--- config.mk ---
export PLATFORM = sky130hd
export DESIGN_NAME = store_dir_selector_core
export DESIGN_NICKNAME = d
export VERILOG_FILES = /design/src/design/sds_pkg.sv /design/src/design/sds_ctrl.sv /design/src/design/sds_datapath.sv /design/src/design/store_dir_selector_core.sv
export SDC_FILE = /design/constraint.sdc
export NUM_CORES = 2
export LEC_CHECK = 0
export BUFFER_PORTS_ARGS = -buffer_cell sky130_fd_sc_hd__buf_2
export CAP_MARGIN = 20
export CORE_UTILIZATION = 56
export CTS_CLUSTER_SIZE = 14
export DETAILED_ROUTE_END_ITERATION = 6
export PLACE_DENSITY = 0.73
export SLEW_MARGIN = 20
export SYNTH_ARGS = -nofsm -noshare
export SYNTH_HDL_FRONTEND = slang
export SYNTH_HIERARCHICAL = 1
export SYNTH_SLANG_ARGS = --single-unit
--- constraint.sdc ---
create_clock -name clk -period 35.6 [get_ports clk]
set_clock_uncertainty 0.05 [all_clocks]
set_input_delay 5.34 -clock clk [delete_from_list [all_inputs] [get_ports clk]]
set_output_delay 5.34 -clock clk [all_outputs]
set_load 0.02 [all_outputs]
--- src/design/sds_pkg.sv ---
// ---------------------------------------------------------------------------
// sds_pkg
// Shared types and constants of the storage directory selector.
// ---------------------------------------------------------------------------
`default_nettype none

package sds_pkg;

  localparam int NUM_DIRS = 16;
  localparam int DIR_W    = $clog2(NUM_DIRS);
  localparam int CNT_W    = DIR_W + 1;

  // fixed field widths
  localparam int ACT_W    = 5;
  localparam int LOAD_W   = 17;
  localparam int SPACE_W  = 32;
  localparam int MINOBJ_W = 47;
  localparam int OBJ_W    = 48;
  localparam int HDR_W    = 16;
  localparam int RRLD_W   = 16;
  localparam int SIZE_W   = OBJ_W + 2;
  localparam int CFG_IDX_W  = 2;
  localparam int CFG_DATA_W = 16;

  localparam logic [RRLD_W-1:0] LL_MAX_LOAD     = RRLD_W'(1000);
  localparam logic [RRLD_W-1:0] RR_MAX_LOAD_RST = RRLD_W'(1000);
  localparam logic [ACT_W-1:0]  ACTIVE_RST      = ACT_W'(1);

  localparam logic [CFG_IDX_W-1:0] CFG_SELECT_MODE  = 2'd0;
  localparam logic [CFG_IDX_W-1:0] CFG_ACTIVE_COUNT = 2'd1;
  localparam logic [CFG_IDX_W-1:0] CFG_RR_MAX_LOAD  = 2'd2;

  localparam logic MODE_LEAST_LOAD  = 1'b0;
  localparam logic MODE_ROUND_ROBIN = 1'b1;

  localparam logic REQ_WRITE  = 1'b0;
  localparam logic REQ_SELECT = 1'b1;

  typedef enum logic [1:0] {
    ST_IDLE,
    ST_LOAD,
    ST_SCAN,
    ST_DONE
  } state_t;

  typedef struct packed {
    logic read_only;
    logic accepts;
    logic [LOAD_W-1:0]   load;
    logic [SPACE_W-1:0]  used;
    logic [SPACE_W-1:0]  capacity;
    logic [MINOBJ_W-1:0] min_object;
    logic [OBJ_W-1:0]    max_object;
  } entry_t;

  typedef struct packed {
    logic write;
    logic init;
    logic advance;
    logic eval;
  } dp_cmd_t;

  typedef struct packed {
    logic             n_zero;
    logic             hit;
    logic [CNT_W-1:0] looks_m1;
  } dp_sts_t;

endpackage

`default_nettype wire

--- src/design/sds_ctrl.sv ---
// ---------------------------------------------------------------------------
// sds_ctrl
// Sequencer: accepts words, steps the table scan, issues the result strobe.
// ---------------------------------------------------------------------------
`default_nettype none

module sds_ctrl (
  input  wire logic             clk,
  input  wire logic             rst_n,
  input  wire logic             start,
  input  wire logic             req_type,
  input  wire sds_pkg::dp_sts_t sts,
  output sds_pkg::dp_cmd_t      cmd,
  output logic                  busy,
  output logic                  out_strobe
);

  sds_pkg::state_t state_r, state_nxt;
  logic [sds_pkg::CNT_W-1:0] cnt_r, cnt_nxt;
  logic accept;

  assign accept = start && (state_r == sds_pkg::ST_IDLE);

  always_ff @(posedge clk) begin
    if (!rst_n) begin
      state_r <= sds_pkg::ST_IDLE;
      cnt_r   <= '0;
    end else begin
      state_r <= state_nxt;
      cnt_r   <= cnt_nxt;
    end
  end

  always_comb begin
    state_nxt = state_r;
    cnt_nxt   = cnt_r;
    case (state_r)
      sds_pkg::ST_IDLE: begin
        if (accept && req_type == sds_pkg::REQ_SELECT) begin
          state_nxt = sts.n_zero ? sds_pkg::ST_DONE : sds_pkg::ST_LOAD;
        end
      end
      sds_pkg::ST_LOAD: begin
        state_nxt = sds_pkg::ST_SCAN;
        cnt_nxt   = '0;
      end
      sds_pkg::ST_SCAN: begin
        cnt_nxt = cnt_r + 1'b1;
        if (sts.hit || cnt_r == sts.looks_m1) begin
          state_nxt = sds_pkg::ST_DONE;
        end
      end
      sds_pkg::ST_DONE: begin
        state_nxt = sds_pkg::ST_IDLE;
      end
      default: begin
        state_nxt = sds_pkg::ST_IDLE;
      end
    endcase
  end

  always_comb begin
    cmd         = '0;
    busy        = 1'b1;
    out_strobe  = 1'b0;
    case (state_r)
      sds_pkg::ST_IDLE: begin
        busy        = 1'b0;
        cmd.write   = accept && req_type == sds_pkg::REQ_WRITE;
        cmd.init    = accept && req_type == sds_pkg::REQ_SELECT;
      end
      sds_pkg::ST_LOAD: begin
        cmd.advance = 1'b1;
      end
      sds_pkg::ST_SCAN: begin
        cmd.advance = 1'b1;
        cmd.eval    = 1'b1;
      end
      sds_pkg::ST_DONE: begin
        out_strobe  = 1'b1;
      end
      default: begin
        busy        = 1'b1;
      end
    endcase
  end

endmodule

`default_nettype wire

--- src/design/sds_datapath.sv ---
// ---------------------------------------------------------------------------
// sds_datapath
// Directory table, configuration registers, eligibility check and best-pick
// tracking for both selection modes.
// ---------------------------------------------------------------------------
`default_nettype none

module sds_datapath (
  input  wire logic                            clk,
  input  wire logic                            rst_n,
  input  wire sds_pkg::dp_cmd_t                cmd,
  output sds_pkg::dp_sts_t                     sts,
  input  wire logic                            cfg_wr,
  input  wire logic [sds_pkg::CFG_IDX_W-1:0]   cfg_index,
  input  wire logic [sds_pkg::CFG_DATA_W-1:0]  cfg_data,
  input  wire logic [sds_pkg::DIR_W-1:0]       in_dir_index,
  input  wire logic                            in_read_only,
  input  wire logic                            in_accepts,
  input  wire logic signed [sds_pkg::LOAD_W-1:0]   in_load,
  input  wire logic [sds_pkg::SPACE_W-1:0]     in_used_space,
  input  wire logic [sds_pkg::SPACE_W-1:0]     in_capacity,
  input  wire logic [sds_pkg::MINOBJ_W-1:0]    in_min_object,
  input  wire logic signed [sds_pkg::OBJ_W-1:0]    in_max_object,
  input  wire logic signed [sds_pkg::OBJ_W-1:0]    in_object_size,
  input  wire logic [sds_pkg::HDR_W-1:0]       in_header_size,
  output logic                                 out_found,
  output logic [sds_pkg::DIR_W-1:0]            out_chosen_dir
);

  localparam int DIR_W  = sds_pkg::DIR_W;
  localparam int CNT_W  = sds_pkg::CNT_W;
  localparam int SIZE_W = sds_pkg::SIZE_W;
  localparam int OBJ_W  = sds_pkg::OBJ_W;

  // configuration
  logic                          mode_r;
  logic [sds_pkg::ACT_W-1:0]     active_r;
  logic [sds_pkg::RRLD_W-1:0]    rr_max_r;

  // table and read port
  sds_pkg::entry_t mem [sds_pkg::NUM_DIRS];
  sds_pkg::entry_t rd_r;
  logic [DIR_W-1:0] addr_r, addr_nxt, eval_addr_r;

  // per-select context
  logic                     sel_mode_r;
  logic [CNT_W-1:0]         n_r;
  logic signed [SIZE_W-1:0] size_r;
  logic                     unk_r;
  logic [DIR_W-1:0]         rr_ptr_r;

  // best candidate so far
  logic                              have_r;
  logic [DIR_W-1:0]                  best_idx_r;
  logic [sds_pkg::RRLD_W-1:0]        best_load_r;
  logic signed [OBJ_W-1:0]           best_max_r;
  logic [sds_pkg::SPACE_W-1:0]       best_free_r;

  logic [CNT_W-1:0]         n_cfg;
  logic signed [SIZE_W-1:0] obj_ext, size_init;
  logic                     obj_unk;
  logic signed [SIZE_W-1:0] min_ext, max_ext;
  logic                     max_unl, fits, base_ok, load_nonneg;
  logic                     rr_ok, ll_ok, ll_take, tie_keep;
  logic [sds_pkg::RRLD_W-1:0]  ld;
  logic [sds_pkg::SPACE_W-1:0] free_sp;

  function automatic logic [DIR_W-1:0] wrap_next(input logic [DIR_W-1:0] p,
                                                 input logic [CNT_W-1:0] n);
    logic [CNT_W-1:0] inc;
    inc = {1'b0, p} + CNT_W'(1);
    wrap_next = (inc >= n) ? '0 : inc[DIR_W-1:0];
  endfunction

  assign n_cfg = (active_r > sds_pkg::ACT_W'(sds_pkg::NUM_DIRS)) ?
                 CNT_W'(sds_pkg::NUM_DIRS) : CNT_W'(active_r);

  always_ff @(posedge clk) begin
    if (!rst_n) begin
      mode_r   <= sds_pkg::MODE_LEAST_LOAD;
      active_r <= sds_pkg::ACTIVE_RST;
      rr_max_r <= sds_pkg::RR_MAX_LOAD_RST;
    end else if (cfg_wr) begin
      case (cfg_index)
        sds_pkg::CFG_SELECT_MODE:  mode_r   <= cfg_data[0];
        sds_pkg::CFG_ACTIVE_COUNT: active_r <= cfg_data[sds_pkg::ACT_W-1:0];
        sds_pkg::CFG_RR_MAX_LOAD:  rr_max_r <= cfg_data[sds_pkg::RRLD_W-1:0];
        default: ;
      endcase
    end
  end

  // table write and registered read
  always_ff @(posedge clk) begin
    if (cmd.write) begin
      mem[in_dir_index] <= '{read_only:  in_read_only,
                             accepts:    in_accepts,
                             load:       in_load,
                             used:       in_used_space,
                             capacity:   in_capacity,
                             min_object: in_min_object,
                             max_object: in_max_object};
    end
    rd_r        <= mem[addr_r];
    eval_addr_r <= addr_r;
  end

  // object size: header added only for a known size in least-load mode
  assign obj_ext   = SIZE_W'(in_object_size);
  assign obj_unk   = (in_object_size == -OBJ_W'(1));
  assign size_init = (mode_r == sds_pkg::MODE_LEAST_LOAD && !obj_unk) ?
                     obj_ext + $signed({{(SIZE_W-sds_pkg::HDR_W){1'b0}}, in_header_size}) :
                     obj_ext;

  always_comb begin
    addr_nxt = addr_r;
    if (cmd.init) begin
      addr_nxt = (mode_r == sds_pkg::MODE_ROUND_ROBIN) ? wrap_next(rr_ptr_r, n_cfg) : '0;
    end else if (cmd.advance) begin
      addr_nxt = (sel_mode_r == sds_pkg::MODE_ROUND_ROBIN) ? wrap_next(addr_r, n_r) :
                 addr_r + DIR_W'(1);
    end
  end

  always_ff @(posedge clk) begin
    addr_r <= addr_nxt;
    if (cmd.init) begin
      sel_mode_r <= mode_r;
      n_r        <= n_cfg;
      size_r     <= size_init;
      unk_r      <= obj_unk;
    end
  end

  // eligibility of the entry in the read register
  assign min_ext     = $signed({{(SIZE_W-sds_pkg::MINOBJ_W){1'b0}}, rd_r.min_object});
  assign max_ext     = SIZE_W'($signed(rd_r.max_object));
  assign max_unl     = ($signed(rd_r.max_object) == -OBJ_W'(1));
  assign fits        = unk_r ? max_unl :
                       ((min_ext <= size_r) && (max_ext > size_r || max_unl));
  assign base_ok     = !rd_r.read_only && rd_r.accepts &&
                       (rd_r.used <= rd_r.capacity) && fits;
  assign load_nonneg = !rd_r.load[sds_pkg::LOAD_W-1];
  assign ld          = rd_r.load[sds_pkg::RRLD_W-1:0];
  assign rr_ok       = base_ok && load_nonneg && (ld <= rr_max_r);
  assign ll_ok       = base_ok && load_nonneg && (ld <= sds_pkg::LL_MAX_LOAD);
  assign free_sp     = rd_r.capacity - rd_r.used;

  // on equal load: keep the earlier pick against a looser size limit or less free space
  assign tie_keep = (best_max_r != -OBJ_W'(1) &&
                     ($signed(rd_r.max_object) > best_max_r || max_unl)) ||
                    (free_sp < best_free_r);
  assign ll_take  = ll_ok && (!have_r || ld < best_load_r ||
                              (ld == best_load_r && !tie_keep));

  always_ff @(posedge clk) begin
    if (!rst_n) begin
      rr_ptr_r <= '0;
      have_r   <= 1'b0;
    end else if (cmd.init) begin
      have_r   <= 1'b0;
    end else if (cmd.eval) begin
      if (sel_mode_r == sds_pkg::MODE_ROUND_ROBIN) begin
        rr_ptr_r <= eval_addr_r;
        if (rr_ok) begin
          have_r <= 1'b1;
        end
      end else if (ll_take) begin
        have_r <= 1'b1;
      end
    end
  end

  always_ff @(posedge clk) begin
    if (cmd.init) begin
      best_idx_r <= '0;
    end else if (cmd.eval) begin
      if (sel_mode_r == sds_pkg::MODE_ROUND_ROBIN) begin
        if (rr_ok) begin
          best_idx_r <= eval_addr_r;
        end
      end else if (ll_take) begin
        best_idx_r  <= eval_addr_r;
        best_load_r <= ld;
        best_max_r  <= $signed(rd_r.max_object);
        best_free_r <= free_sp;
      end
    end
  end

  assign sts.n_zero   = (n_cfg == '0);
  assign sts.hit      = (sel_mode_r == sds_pkg::MODE_ROUND_ROBIN) && rr_ok;
  assign sts.looks_m1 = (sel_mode_r == sds_pkg::MODE_ROUND_ROBIN) ? n_r : n_r - CNT_W'(1);

  assign out_found      = have_r;
  assign out_chosen_dir = have_r ? best_idx_r : '0;

endmodule

`default_nettype wire

--- src/design/store_dir_selector_core.sv ---
// ---------------------------------------------------------------------------
// store_dir_selector_core
// Picks a storage directory from a table of up to NUM_DIRS entries.
// ---------------------------------------------------------------------------
// An update word (in_req_type = 0) is written into the table and busy stays low,
// so another word may follow at once. A select word scans the table through
// its single registered read port, one entry per cycle, with n = active_count
// (saturated to NUM_DIRS); busy stays high until the result. Round-robin mode
// stops at the first eligible entry; with n = 0 no entry is scanned. The result
// is valid on out_found and out_chosen_dir while out_strobe is high for exactly
// one cycle, in the last busy cycle; the receiver cannot stall it.
// Configuration is always ready and must be written only while busy is low.
// ---------------------------------------------------------------------------
`default_nettype none

module store_dir_selector_core (
  input  wire logic                               clk,
  input  wire logic                               rst_n,
  input  wire logic                               start,
  output logic                                    busy,
  input  wire logic                               in_req_type,
  input  wire logic [sds_pkg::DIR_W-1:0]          in_dir_index,
  input  wire logic                               in_read_only,
  input  wire logic                               in_accepts,
  input  wire logic signed [sds_pkg::LOAD_W-1:0]  in_load,
  input  wire logic [sds_pkg::SPACE_W-1:0]        in_used_space,
  input  wire logic [sds_pkg::SPACE_W-1:0]        in_capacity,
  input  wire logic [sds_pkg::MINOBJ_W-1:0]       in_min_object,
  input  wire logic signed [sds_pkg::OBJ_W-1:0]   in_max_object,
  input  wire logic signed [sds_pkg::OBJ_W-1:0]   in_object_size,
  input  wire logic [sds_pkg::HDR_W-1:0]          in_header_size,
  output logic                                    out_strobe,
  output logic                                    out_found,
  output logic [sds_pkg::DIR_W-1:0]               out_chosen_dir,
  input  wire logic                               cfg_valid,
  output logic                                    cfg_ready,
  input  wire logic [sds_pkg::CFG_IDX_W-1:0]      cfg_index,
  input  wire logic [sds_pkg::CFG_DATA_W-1:0]     cfg_data
);

  sds_pkg::dp_cmd_t cmd;
  sds_pkg::dp_sts_t sts;

  assign cfg_ready = 1'b1;

  sds_ctrl u_ctrl (
    .clk        (clk),
    .rst_n      (rst_n),
    .start      (start),
    .req_type   (in_req_type),
    .sts        (sts),
    .cmd        (cmd),
    .busy       (busy),
    .out_strobe (out_strobe)
  );

  sds_datapath u_dp (
    .clk            (clk),
    .rst_n          (rst_n),
    .cmd            (cmd),
    .sts            (sts),
    .cfg_wr         (cfg_valid && cfg_ready),
    .cfg_index      (cfg_index),
    .cfg_data       (cfg_data),
    .in_dir_index   (in_dir_index),
    .in_read_only   (in_read_only),
    .in_accepts     (in_accepts),
    .in_load        (in_load),
    .in_used_space  (in_used_space),
    .in_capacity    (in_capacity),
    .in_min_object  (in_min_object),
    .in_max_object  (in_max_object),
    .in_object_size (in_object_size),
    .in_header_size (in_header_size),
    .out_found      (out_found),
    .out_chosen_dir (out_chosen_dir)
  );

endmodule

`default_nettype wire

==> summary.txt <==
Run
  • Max_cap viols: 0

Hold path
  • Hold crit path type: reg2reg

Clock network
  • CTS Sinks: 3224
  • Hold buffers post-CTS: 0
  • TritonCTS Buffers: 332
  • PostCTS Resize Cnt: 0
  • CTS Buffer Depth: 4
  • CTS HTree Levels: 5
  • Number of setup buffers added after CTS: 0
  • CTS tree: built
  • Clk slew on worst S/H paths: 0.06 ns
  • Clock Tree Root: clkbuf_16
  • Worst-Skew Late Latency: 0.94 ns

Synthesis
  • Post-synthesis sequential element count: 3224
  • Post-synth top area share: 71.8%
  • Sequential fraction of the synthesis area: 75.3%
  • Number of flops mapped to enable cells by yosys: 3004
  • Mapped Nets: 6358
  • Post-Syn Area: 126000 um^2
  • Dominant cell type by area after synthesis: edfxtp_1
  • Count of cell types in the netlist: 73
  • Main synth FF type: edfxtp_1
  • Mean Syn Cell Area: 21.6 um^2
  • Async S/R FF share, synth: 0%
  • Cell count after synthesis: 5815
  • Syn. warnings: 6
  • Largest cells by area after synthesis: edfxtp_1 72%, mux4_2 16%, dfxtp_1 3.5%, ha_1 2.7%, inv_1 0.73%

GRT
  • Gr ovfl total: 0
  • Largest net degree at the start of global routing: 138
  • Global-route wire length before repair: 422 mm
  • Initial antenna violation count: 75
  • Vias in the first global route: 62000
  • GRT Util Overall: 26.0%

STA
  • Worst Max-Slew Pin Slew: 1.29 ns
  • Final setup fails: 0
  • Fmax: 120 MHz
  • Hold_ws: 0.420 ns
  • Final worst path period share: 23.5%
  • Min cycle time layout: 8.36 ns
  • Unrepaired setup endpoints after global routing: false
  • Setup ws final: 27.24 ns
  • Final Hold Viols: 0
  • Setup_tns: 0 ns
  • Final Slew Violations: 0
  • Worst slew margin: 14.2%

Final layout
  • Nets: 6837
  • Syn-to-layout area delta: 12.3%
  • Non-Filler Instances: 9536
  • Fraction of layout cells with a size suffix above 1: 26.7%

Pwr
  • P_sw: 3040 uW
  • Seq pwr share: 42.7%
  • Internal power: 7630 uW
  • Peak supply drop: 74.0 uV
  • Clock Power Share: 30.7%
  • Pwr dens: 75.6 nW/um^2
  • Leak Pwr: 0.0465 uW
  • Switching part of the total: 28.5%
  • Comb pwr share: 26.7%

Floorplanning
  • Starting Density: 56.5%
  • Die height: 476 um
  • Rows: 173
  • Core Box Area: 223000 um^2
  • IO Pins: 277
  • Die width: 476 um
  • Total Die Area: 226000 um^2

Setup path
  • Startpoint class of the critical path: primary input
  • Crit Path Class: in2reg
  • Crit-path max FO: 52
  • Worst EP arrival: 8.86 ns
  • CP Data Required Time: 36.10 ns
  • CP Capture Type: flop

Place
  • Number of instances in the placed design: 8935
  • Place WS: 26.22 ns
  • GP Congestion: 0.924
  • PortBufs: 275
  • DP HPWL: 161 mm

Route
  • Drt drc: 0
  • Final antenna-violating net count: 0
  • Via count: 60400
  • Drt pass-1 iters: 5
  • Wire per inst: 30.4 um
  • Final wirelength: 290 mm
  • Vias per Instance: 6.34
  • First-iteration detailed-routing DRC count: 6246

Run status
  • Outcome: complete, no violations
==> path summary, 6_finish.rpt <==
check	from	end	slack [ns]	depth (start not counted)
min reg2reg	u_dp/rr_max_r[4]	u_dp/rr_max_r[4]	0.42	2
min	u_dp/rr_max_r[4]	u_dp/rr_max_r[4]	0.42	2
max reg2reg	u_dp/rd_r[95]	u_dp/best_max_r[41]	28.60	22
max	start	u_dp/mem[10][77]	27.24	8
==> layout make-up <==
type	instances	area, um^2
Sequential cell	3224	94600
Fill cell	14600	81400
Multi-Input combinational cell	2131	29400
Clock buffer	426	9030
Tap cell	2975	3720
Timing Repair Buffer	362	2230
Clock inverter	154	1160
Inverter	243	912
Antenna cell	21	52.6
==> kinds of logic (layout without fill, tap and decap cells) <==
kind of cell | count (synthesis) | in the layout | synth area share (%)
fa+ha+maj | 274 | 274 | 2.74
buf+inv | 460 | 1185 | 1.38
flops | 3224 | 3224 | 75.3
other cells | 1 | 22 | 0.00298
simple gates | 502 | 502 | 2.06
mux | 905 | 905 | 16.1
xor+xnor | 78 | 78 | 0.544
compound gates | 371 | 371 | 1.91
==> routing by layer <==
layer / track usage (%) / part of all wire, %
met1: 35.1 / 39
met4: 8.64 / 3.0
met3: 4.47 / 7.8
met2: 43.2 / 50
met5: 0 / 0.12
==> Yosys cell counts, drive strengths merged, types with 4 or more instances <==
cell,number
o211ai,13
nor2b,31
xor2,23
a2111oi,4
o21a,19
a21boi,16
a221oi,4
mux2i,15
or3,10
nand3b,5
buf,62
o22ai,8
and3,17
a211oi,18
nor4,19
and2,7
mux4,890
edfxtp,3004
nor3b,4
or4,6
a31oi,6
o21ai,87
nand3,47
o21bai,7
nor2,64
dfxtp,220
ha,272
o31ai,13
and4,9
nand2b,17
a21o,41
inv,243
nor3,33
nand2,147
xnor2,55
clkbuf,155
a21oi,98
nand4,75
==> worst max-delay path: stages <==
cell      delay (ns)
buf_2           0.09
nand2_1         0.05
nor2_1          0.21
nand3b_1        0.32
nor2_4          0.18
buf_4           0.67
buf_4           0.89
buf_4           0.92
==> cells in the final DEF (no fill, tap or decap), types with 13 or more instances in the layout <==
cell type  count
clkbuf_1      65
a21o_1        41
and3_1        16
nand2b_1      17
nor4_1        19
nand3_1       47
inv_1        243
nor3_1        28
clkbuf_16    339
a211oi_1      18
buf_2        275
bufinv_16     15
ha_1         272
dfxtp_1      220
diode_2       21
mux4_2       890
nand2_1      147
xnor2_1       55
o21ai_0       86
nand4_1       75
xor2_1        23
buf_12        16
a21boi_0      16
o21a_1        19
o211ai_1      13
nor2b_1       31
clkinv_2      70
mux2i_1       15
clkbuf_8      22
buf_4         70
a21oi_1       97
clkinv_1      51
edfxtp_1    3004
nor2_1        52
==> power groups by stage <==
stage	sequential, uW	combinational (uW)	clock (uW)
6_report	4550	2850	3270
3_3_place_gp	4630	2810	0
3_5_place_dp	4630	2850	0
4_1_cts	4550	2880	3320
2_1_floorplan	4500	2110	0
5_1_grt	4550	3070	3460
==> metrics by stage <==
step                utilization, %  cell area, um^2  total power, uW
detailed placement            58.8           131000             7480
global route                  63.4           141000            11100
global placement              58.8           131000             7430
finish                        63.4           141000            10700
CTS                           63.4           141000            10700
floorplan                        -           126000             6610
==> sequential cells by signal, summed over array words and instances (netlist names), 2 cells and up <==
signal and flops:
u_dp/rr_ptr_r 4, u_dp/best_max_r 48, u_dp/min_ext 47, u_ctrl/state_r 2, u_dp/mem 2848, u_dp/best_idx_r 4
u_dp/eval_addr_r 4, u_dp/addr_r 4, u_dp/best_free_r 32, u_ctrl/cnt_r 5, u_dp/rd_r 67, u_dp/size_r 49
u_dp/rr_max_r 16, u_dp/best_load_r 16, u_dp/n_r 5, u_dp/max_ext 48, u_dp/ld 16, u_dp/active_r 5
Note: power is estimated with default switching activity, not from simulation.
